<file path="src/hw/rtl/pose_stability_detector_assert.svh">
// Assertion macros used by the pose stability detector RTL
`ifndef POSE_STABILITY_DETECTOR_ASSERT_SVH
`define POSE_STABILITY_DETECTOR_ASSERT_SVH

`ifndef SYNTHESIS

// Same-cycle implication, sampled on clock, off during reset
`define PSD_ASSERT_IMP(label, ante, cons) \
   label: assert property (@(posedge clock) disable iff (reset) (ante) |-> (cons)) \
      else $error("pose stability detector: same-cycle check failed");

// Next-cycle implication, sampled on clock, off during reset
`define PSD_ASSERT_NXT(label, ante, cons) \
   label: assert property (@(posedge clock) disable iff (reset) (ante) |=> (cons)) \
      else $error("pose stability detector: next-cycle check failed");

`else

`define PSD_ASSERT_IMP(label, ante, cons)
`define PSD_ASSERT_NXT(label, ante, cons)

`endif

`endif

</file>
<file path="src/hw/rtl/psd_pkg.sv">
// Shared constants and types of the pose stability detector
`default_nettype none

package psd_pkg;

   // Field widths
   localparam int POS_W   = 24;
   localparam int DIFF_W  = POS_W + 1;
   localparam int SQ_W    = 2 * DIFF_W;
   localparam int ROOT_W  = SQ_W / 2;
   localparam int SUM_W   = 28;
   localparam int LIMIT_W = 28;

   // Defaults
   localparam int                 PSD_WINDOW   = 5;
   localparam logic [LIMIT_W-1:0] LIMIT_RESET  = LIMIT_W'(40000);
   localparam logic [SUM_W-1:0]   SUM_MAX      = {SUM_W{1'b1}};

   // Axis codes for the shared squaring unit
   localparam logic [1:0] AXIS_X = 2'd0;
   localparam logic [1:0] AXIS_Y = 2'd1;
   localparam logic [1:0] AXIS_Z = 2'd2;

   // Commands from the controller to the datapath
   typedef struct packed {
      logic       load;
      logic       sq_en;
      logic [1:0] axis;
      logic       rt_step;
      logic       commit;
   } psd_cmd_type;

endpackage

`default_nettype wire

</file>
<file path="src/hw/rtl/pose_stability_detector.sv">
// From item accept to rsp_valid an item goes through squaring of the three axes,
// the square root and the window update. One item is worked on at a time, paced by
// the one-bit-per-cycle root and the single multiplier shared over the three axes.
// A finished result waits in the output register while the next item is taken.
// Reset (synchronous, active high) clears the window, step ring, sum and count,
// and loads motion_limit with 40000.
`default_nettype none

module pose_stability_detector #(
   parameter int WINDOW = psd_pkg::PSD_WINDOW
) (
   input  wire                                clock,
   input  wire                                reset,
   input  wire                                req_valid,
   output logic                               req_stall,
   input  wire signed [psd_pkg::POS_W-1:0]    req_pos_x,
   input  wire signed [psd_pkg::POS_W-1:0]    req_pos_y,
   input  wire signed [psd_pkg::POS_W-1:0]    req_pos_z,
   output logic                               rsp_valid,
   input  wire                                rsp_stall,
   output logic                               rsp_stable,
   output logic       [psd_pkg::SUM_W-1:0]    rsp_total_motion,
   input  wire                                csr_valid,
   output logic                               csr_ready,
   input  wire        [psd_pkg::LIMIT_W-1:0]  csr_motion_limit
);

   psd_pkg::psd_cmd_type cmd;

   // Sequencer
   psd_ctrl u_ctrl (
      .clock     (clock),
      .reset     (reset),
      .req_valid (req_valid),
      .req_stall (req_stall),
      .rsp_valid (rsp_valid),
      .rsp_stall (rsp_stall),
      .cmd       (cmd)
   );

   // Arithmetic and window state
   psd_datapath #(
      .WINDOW (WINDOW)
   ) u_datapath (
      .clock            (clock),
      .reset            (reset),
      .cmd              (cmd),
      .req_pos_x        (req_pos_x),
      .req_pos_y        (req_pos_y),
      .req_pos_z        (req_pos_z),
      .csr_valid        (csr_valid),
      .csr_ready        (csr_ready),
      .csr_motion_limit (csr_motion_limit),
      .rsp_stable       (rsp_stable),
      .rsp_total_motion (rsp_total_motion)
   );

endmodule

`default_nettype wire

</file>
<file path="src/hw/rtl/psd_ctrl.sv">
// Sequencer of the pose stability detector: handshake, steps, output valid
`default_nettype none

`include "pose_stability_detector_assert.svh"

module psd_ctrl (
   input  wire                 clock,
   input  wire                 reset,
   input  wire                 req_valid,
   output logic                req_stall,
   output logic                rsp_valid,
   input  wire                 rsp_stall,
   output psd_pkg::psd_cmd_type cmd
);

   localparam logic [1:0] ST_IDLE = 2'd0;
   localparam logic [1:0] ST_SQR  = 2'd1;
   localparam logic [1:0] ST_ROOT = 2'd2;
   localparam logic [1:0] ST_DONE = 2'd3;

   localparam int CNT_W = $clog2(psd_pkg::ROOT_W);
   localparam logic [CNT_W-1:0] ROOT_LAST = CNT_W'(psd_pkg::ROOT_W - 1);
   localparam logic [CNT_W-1:0] SQR_LAST  = CNT_W'(psd_pkg::AXIS_Z);

   logic [1:0]       state_ff, state_in;
   logic [CNT_W-1:0] cnt_ff, cnt_in;
   logic             rsp_valid_ff, rsp_valid_in;
   logic             out_free;

   // Output slot can take a result
   assign out_free = !rsp_valid_ff || !rsp_stall;

   // Commands
   always_comb begin
      cmd         = '0;
      cmd.load    = (state_ff == ST_IDLE) && req_valid;
      cmd.sq_en   = (state_ff == ST_SQR);
      cmd.axis    = cnt_ff[1:0];
      cmd.rt_step = (state_ff == ST_ROOT);
      cmd.commit  = (state_ff == ST_DONE) && out_free;
   end

   assign req_stall = (state_ff != ST_IDLE);
   assign rsp_valid = rsp_valid_ff;

   // Next state and step counter
   always_comb begin
      state_in = state_ff;
      cnt_in   = cnt_ff;
      case (state_ff)
         ST_IDLE: begin
            cnt_in = '0;
            if (req_valid) begin
               state_in = ST_SQR;
            end
         end
         ST_SQR: begin
            if (cnt_ff == SQR_LAST) begin
               cnt_in   = '0;
               state_in = ST_ROOT;
            end else begin
               cnt_in = cnt_ff + 1'b1;
            end
         end
         ST_ROOT: begin
            if (cnt_ff == ROOT_LAST) begin
               cnt_in   = '0;
               state_in = ST_DONE;
            end else begin
               cnt_in = cnt_ff + 1'b1;
            end
         end
         ST_DONE: begin
            if (out_free) begin
               state_in = ST_IDLE;
            end
         end
         default: begin
            state_in = ST_IDLE;
            cnt_in   = '0;
         end
      endcase
   end

   // Output valid: set on commit, held while stalled
   assign rsp_valid_in = cmd.commit ? 1'b1 : (rsp_valid_ff && rsp_stall);

   always_ff @(posedge clock) begin
      if (reset) begin
         state_ff     <= ST_IDLE;
         cnt_ff       <= '0;
         rsp_valid_ff <= 1'b0;
      end else begin
         state_ff     <= state_in;
         cnt_ff       <= cnt_in;
         rsp_valid_ff <= rsp_valid_in;
      end
   end

   // Checks
   `PSD_ASSERT_NXT(a_accept_starts, req_valid && !req_stall, state_ff == ST_SQR)
   `PSD_ASSERT_NXT(a_commit_shows, cmd.commit, rsp_valid_ff)
   `PSD_ASSERT_NXT(a_done_waits, (state_ff == ST_DONE) && rsp_valid_ff && rsp_stall,
                   state_ff == ST_DONE)
   `PSD_ASSERT_IMP(a_root_count, state_ff == ST_ROOT, cnt_ff <= ROOT_LAST)

endmodule

`default_nettype wire

</file>
<file path="src/hw/rtl/psd_datapath.sv">
// Datapath: squares, bitwise square root, step ring, running sum, result register
`default_nettype none

module psd_datapath #(
   parameter int WINDOW = psd_pkg::PSD_WINDOW
) (
   input  wire                                clock,
   input  wire                                reset,
   input  wire psd_pkg::psd_cmd_type          cmd,
   input  wire signed [psd_pkg::POS_W-1:0]    req_pos_x,
   input  wire signed [psd_pkg::POS_W-1:0]    req_pos_y,
   input  wire signed [psd_pkg::POS_W-1:0]    req_pos_z,
   input  wire                                csr_valid,
   output logic                               csr_ready,
   input  wire        [psd_pkg::LIMIT_W-1:0]  csr_motion_limit,
   output logic                               rsp_stable,
   output logic       [psd_pkg::SUM_W-1:0]    rsp_total_motion
);

   localparam int POS_W  = psd_pkg::POS_W;
   localparam int DIFF_W = psd_pkg::DIFF_W;
   localparam int SQ_W   = psd_pkg::SQ_W;
   localparam int ROOT_W = psd_pkg::ROOT_W;
   localparam int REM_W  = ROOT_W + 2;
   localparam int SUM_W  = psd_pkg::SUM_W;
   localparam int STEPS  = WINDOW - 1;
   localparam int SLOT_W = (STEPS > 1) ? $clog2(STEPS) : 1;
   localparam int FR_W   = $clog2(WINDOW + 2);
   localparam int TOT_W  = ROOT_W + $clog2(WINDOW);
   localparam int EXT_W  = (TOT_W > SUM_W) ? TOT_W : SUM_W;

   localparam logic [SLOT_W-1:0] SLOT_LAST = SLOT_W'(STEPS - 1);
   localparam logic [FR_W-1:0]   FR_FULL   = FR_W'(WINDOW + 1);

   logic signed [POS_W-1:0]  cur_x_ff, cur_y_ff, cur_z_ff;
   logic signed [POS_W-1:0]  last_x_ff, last_y_ff, last_z_ff;
   logic [SQ_W-1:0]          acc_ff, acc_in;
   logic [REM_W-1:0]         rem_ff, rem_in;
   logic [ROOT_W-1:0]        root_ff, root_in;
   logic [ROOT_W-1:0]        ring_ff [STEPS];
   logic [SLOT_W-1:0]        slot_ff, slot_in;
   logic [FR_W-1:0]          frames_ff, frames_in;
   logic [TOT_W-1:0]         total_ff, total_in;
   logic [psd_pkg::LIMIT_W-1:0] limit_ff;

   logic signed [POS_W-1:0]  sel_cur, sel_last;
   logic signed [DIFF_W-1:0] diff;
   logic [DIFF_W-1:0]        mag;
   logic [SQ_W-1:0]          prod;
   logic [REM_W-1:0]         rem_shift, trial;
   logic                     first;
   logic [EXT_W-1:0]         total_ext;
   logic [SUM_W-1:0]         total_sat;

   assign csr_ready = 1'b1;

   // Axis select for the shared squaring unit
   always_comb begin
      case (cmd.axis)
         psd_pkg::AXIS_X: begin
            sel_cur  = cur_x_ff;
            sel_last = last_x_ff;
         end
         psd_pkg::AXIS_Y: begin
            sel_cur  = cur_y_ff;
            sel_last = last_y_ff;
         end
         psd_pkg::AXIS_Z: begin
            sel_cur  = cur_z_ff;
            sel_last = last_z_ff;
         end
         default: begin
            sel_cur  = cur_x_ff;
            sel_last = last_x_ff;
         end
      endcase
   end

   // Difference, magnitude and square
   assign diff = {sel_cur[POS_W-1], sel_cur} - {sel_last[POS_W-1], sel_last};
   assign mag  = diff[DIFF_W-1] ? DIFF_W'(-diff) : DIFF_W'(diff);
   assign prod = mag * mag;

   // One root bit per step: bring down two radicand bits, try 4*root+1
   assign rem_shift = {rem_ff[REM_W-3:0], acc_ff[SQ_W-1 -: 2]};
   assign trial     = {root_ff, 2'b01};

   always_comb begin
      acc_in  = acc_ff;
      rem_in  = rem_ff;
      root_in = root_ff;
      if (cmd.load) begin
         acc_in  = '0;
         rem_in  = '0;
         root_in = '0;
      end else if (cmd.sq_en) begin
         acc_in = acc_ff + prod;
      end else if (cmd.rt_step) begin
         acc_in = {acc_ff[SQ_W-3:0], 2'b00};
         if (rem_shift >= trial) begin
            rem_in  = rem_shift - trial;
            root_in = {root_ff[ROOT_W-2:0], 1'b1};
         end else begin
            rem_in  = rem_shift;
            root_in = {root_ff[ROOT_W-2:0], 1'b0};
         end
      end
   end

   // Window bookkeeping on commit
   assign first     = (frames_ff == '0);
   assign slot_in   = (slot_ff == SLOT_LAST) ? '0 : slot_ff + 1'b1;
   assign frames_in = (frames_ff == FR_FULL) ? frames_ff : frames_ff + 1'b1;
   assign total_in  = first ? total_ff
                            : total_ff - TOT_W'(ring_ff[slot_ff]) + TOT_W'(root_ff);

   // Saturate the window sum to the result width
   assign total_ext = EXT_W'(total_in);
   assign total_sat = (total_ext > EXT_W'(psd_pkg::SUM_MAX)) ? psd_pkg::SUM_MAX
                                                            : total_ext[SUM_W-1:0];

   // Item capture and working registers
   always_ff @(posedge clock) begin
      if (cmd.load) begin
         cur_x_ff <= req_pos_x;
         cur_y_ff <= req_pos_y;
         cur_z_ff <= req_pos_z;
      end
      acc_ff  <= acc_in;
      rem_ff  <= rem_in;
      root_ff <= root_in;
      if (cmd.commit) begin
         rsp_total_motion <= total_sat;
         rsp_stable       <= (frames_in == FR_FULL) && (total_sat < limit_ff);
      end
   end

   // Window state and limit register
   always_ff @(posedge clock) begin
      if (reset) begin
         last_x_ff <= '0;
         last_y_ff <= '0;
         last_z_ff <= '0;
         for (int i = 0; i < STEPS; i++) begin
            ring_ff[i] <= '0;
         end
         slot_ff   <= '0;
         frames_ff <= '0;
         total_ff  <= '0;
         limit_ff  <= psd_pkg::LIMIT_RESET;
      end else begin
         if (csr_valid && csr_ready) begin
            limit_ff <= csr_motion_limit;
         end
         if (cmd.commit) begin
            last_x_ff <= cur_x_ff;
            last_y_ff <= cur_y_ff;
            last_z_ff <= cur_z_ff;
            frames_ff <= frames_in;
            total_ff  <= total_in;
            if (!first) begin
               ring_ff[slot_ff] <= root_ff;
               slot_ff          <= slot_in;
            end
         end
      end
   end

endmodule

`default_nettype wire

</file>
<file path="config.mk">
export PLATFORM = sky130hd
export DESIGN_NAME = pose_stability_detector
export DESIGN_NICKNAME = d
export VERILOG_FILES = /design/src/hw/rtl/psd_pkg.sv /design/src/hw/rtl/pose_stability_detector.sv /design/src/hw/rtl/psd_ctrl.sv /design/src/hw/rtl/psd_datapath.sv
export VERILOG_INCLUDE_DIRS = /design/src /design/src/hw/rtl
export SDC_FILE = /design/constraint.sdc
export NUM_CORES = 2
export LEC_CHECK = 0
export BUFFER_PORTS_ARGS = -buffer_cell sky130_fd_sc_hd__buf_2
export CORE_MARGIN = 2
export CORE_UTILIZATION = 49
export DETAILED_ROUTE_END_ITERATION = 10
export HOLD_SLACK_MARGIN = 0.08
export PLACE_DENSITY = 0.68
export SYNTH_ARGS = -nofsm -noshare
export SYNTH_HDL_FRONTEND = slang
export SYNTH_SLANG_ARGS = --single-unit
</file>
<file path="constraint.sdc">
create_clock -name clock -period 11.1 [get_ports clock]
set_input_delay 0.555 -clock clock [delete_from_list [all_inputs] [get_ports clock]]
set_output_delay 0.555 -clock clock [all_outputs]
set_load 0.02 [all_outputs]
</file>
==> metrics.md <==
| Metric | Value |
|---|---|
| Slowest library cell on the worst path | fa_1 |
| Hold Fails Final Rpt | 0 |
| Avg Inst Size Synth | 9.41 sq um |
| Worst-path fanout max | 7 |
| Yosys warns | 0 |
| Slew HR | 29.1% |
| FF-to-FF End | u_datapath.acc_ff[49] |
| Number of diodes | 0 |
| CP bufs+invs | 11 |
| Area Overhead vs Synth | 12.5% |
| Final Cell Area | 47500 sq um |
| Reg2Reg Setup Slack | 0.39 ns |
| Final setup viols | 0 |
| Initial DRC count | 2334 |
| DRT antenna net count | 0 |
| Detailed-route vias per instance | 5.37 |
| Post-Place Cell Area | 45200 sq um |
| Register area | 10900 sq um |
| Mapped Area | 42200 sq um |
| Final Util | 55.7% |
| Final-layout fill cell count | 7563 |
| Clock period minus worst slack | 10.71 ns |
| Residual DRC count | 0 |
| Clock root cell | clkbuf_16 |
| First-pass GRT wire length | 177000 um |
| GRT overflow | 0 |
| Fin crit share | 96.5% |
| Fmax | 0.0934 GHz |
| Synth Instances | 4484 |
| CP arrival | 11.23 ns |
| First-pass iteration count of the detailed router | 5 |
| Final layout net count | 5651 |
| FP Rows | 107 |
| Worst-margin pin slew | 1.06 ns |
| Initial Util | 49.5% |
| Die width | 297 um |
| Clk_lat worst skew | 0.64 ns |
| HPWL Detailed | 86300 um |
| I/O Pins | 137 |
| Most used cell, CP | fa_1 |
| Worst setup path startpoint | u_ctrl.cnt_ff[1] |
| RR Startpoint | u_ctrl.cnt_ff[1] |
| Initial antenna violation count | 0 |
| Detailed Route WL | 110000 um |
| Vias | 31648 |
| Worst r2r path cells | 44 |
| Multi-input logic area | 27800 sq um |
| Largest net degree at the start of global routing | 80 |
| Global-route usage over all layers | 25.2% |
| Top FF cell, synth | dfxtp_1 |
| Core Area | 85300 sq um |
| Input/output buffers | 135 |
| Die H | 297 um |
| Worst hold path class | primary input to flop |
| Final GP Congestion | 0.956 |
| Max_cap viols | 0 |
| Total Die Area | 88500 sq um |
| Total clock sinks | 444 |
| Clock slew at reported path FFs | 0.06 ns |
| Startpoint type of the worst setup path | flop |
| Critical path class | flop to flop |
| CTS Buffer Depth | 3 |
| Asr flop ratio synth | 0% |
| Crit end category | flop |
| Vias in the first global route | 32249 |
| Post-synth cell types | 92 |
| EDFF count, synth | 201 |
| CTS tree | yes |
| Clock Skew | 0.0468 ns |
| WP depth | 44 |
| CP max stage delay | 0.57 ns |
| #FFs+latches synth | 444 |
| Crit path capture | u_datapath.acc_ff[49] |
| CP Data Required Time | 11.62 ns |
| Number of CTS-inserted buffers | 51 |
| Final slew viol count | 0 |
| Top delay family on crit path | adder cells |
| Proportion of layout cells with a drive suffix above 1 | 11.8% |
| H-tree lvl count | 2 |
| Status | complete, no violations |
| Seq/Total Area, Yosys | 25.8% |
| Wire per inst | 18.8 um |
## metrics by stage
| stage | hold WS [ns] | cells | worst slack (ns) | setup TNS [ns] |
|---|---|---|---|---|
| 2_1_floorplan | 0.433 | 4502 | 0.0598 | 0 |
| 3_3_place_gp | 0.439 | 5782 | 0.192 | 0 |
| 3_5_place_dp | 0.443 | 5782 | 0.0282 | 0 |
| 4_1_cts | 0.0810 | 5879 | 0.0270 | 0 |
| 5_1_grt | 0.0893 | 5890 | -0.0134 | -0.0169 |
| 6_report | 0.113 | 5890 | 0.391 | 0 |
## worst min-delay path by stage
stage	from	to	depth (start not counted)
floorplan	u_datapath.last_x_ff[10]	u_datapath.last_x_ff[10]	2
detailed placement	u_datapath.last_x_ff[13]	u_datapath.last_x_ff[13]	2
global route	req_pos_x[7]	u_datapath.cur_x_ff[7]	1
global placement	u_datapath.last_x_ff[19]	u_datapath.last_x_ff[19]	2
finish	req_pos_x[7]	u_datapath.cur_x_ff[7]	1
CTS	req_pos_x[7]	u_datapath.cur_x_ff[7]	1
## state kept, by name (all words and copies together), names as in the netlist, 2 cells and up, named ones only
signal and count:
u_datapath.ring_ff 100, u_datapath.acc_ff 50, u_datapath.limit_ff 28, u_datapath.rsp_total_motion 28, u_datapath.total_ff 28, u_datapath.rem_ff 25
u_datapath.root_ff 25, u_datapath.cur_x_ff 24, u_datapath.cur_y_ff 24, u_datapath.cur_z_ff 24, u_datapath.last_x_ff 24, u_datapath.last_y_ff 24
u_datapath.last_z_ff 24, u_ctrl.cnt_ff 5, u_datapath.frames_ff 3, u_ctrl.state_ff 2, u_datapath.slot_ff 2
## synthesized netlist by cell type (65+ instances only)
master	number	area, sq um
inv_1	843	3160
fa_1	544	10900
nand2_1	445	1670
nor2_1	374	1400
ha_1	299	3740
a21oi_1	270	1350
dfxtp_1	243	4860
edfxtp_1	201	6040
clkbuf_1	147	552
o21ai_0	140	701
xnor2_1	87	762
mux2i_1	86	861
a21o_1	85	638
and2_1	65	407
## cells in the final DEF, fill, tap and decap left out, drive strengths merged, types with 15 or more instances in the layout
cell and count:
o21a 22, o211ai 15, ha 299, a21oi 271, o21ai 145, nor2 374, edfxtp 201, buf 339
a211oi 55, nor3 36, mux2i 86, nor2b 16, clkinv 26, nand2 446, a21o 85, a22o 26
nand4 19, nor4 33, a22oi 51, nand2b 21, fa 544, inv 851, conb 20, mux4 25
xnor2 92, and3 18, nand3 27, dfxtp 243, and2 65, o21bai 17, xor2 48, clkbuf 61
a31oi 20
## cell type report
class                           instances  share of cell area (%)
Multi-Input combinational cell       3012                    58.6
Clock buffer                           59                    2.81
Inverter                              852                    6.76
Tap cell                             1144                    3.01
Timing Repair Buffer                  342                    4.98
Clock inverter                         37                   0.890
Sequential cell                       444                    23.0
## worst register-to-register path: cells and delay by family (launching register included)
kind / cells / cell delay, ns
flip-flops: 1 / 0.38
XOR/XNOR: 1 / 0.31
adder cells (fa/ha/maj): 11 / 4.60
multiplexers: 1 / 0.08
buffers and inverters: 11 / 1.23
AND/OR/NAND/NOR: 11 / 2.04
AO/OA/AOI/OAI: 9 / 1.98
## repair_timing
action / 4_1_cts / 5_1_grt
buffers inserted: 0 / 9
resized for setup: 0 / 70
endpoints found under the hold margin: 1 / 0
endpoints found under the setup margin: 0 / 26
hold buffers: 1 / 0
## routing by layer
| layer | up-vias | part of all wire (%) | global-route usage [%] |
|---|---|---|---|
| met5 | - | 0 | 0 |
| met4 | 0 | 2.3 | 6.16 |
| met3 | 132 | 7.8 | 4.73 |
| met2 | 1055 | 45 | 39.3 |
| met1 | 15522 | 45 | 36.3 |
| li1 | 14939 | - | - |
## cells by family after synthesis
| logic type | after synthesis | share of synthesized area [%] |
|---|---|---|
| fa+ha+maj | 843 | 34.7 |
| flops | 444 | 25.8 |
| other cells | 2 | 0.0178 |
| xor+xnor | 140 | 3.01 |
| mux | 116 | 3.51 |
| simple gates | 1100 | 11.5 |
| buf+inv | 1046 | 9.39 |
| compound gates | 793 | 12.1 |
Power is not shown: default switching activity piles up to over one toggle a cycle in this logic, so the estimate is an artifact.
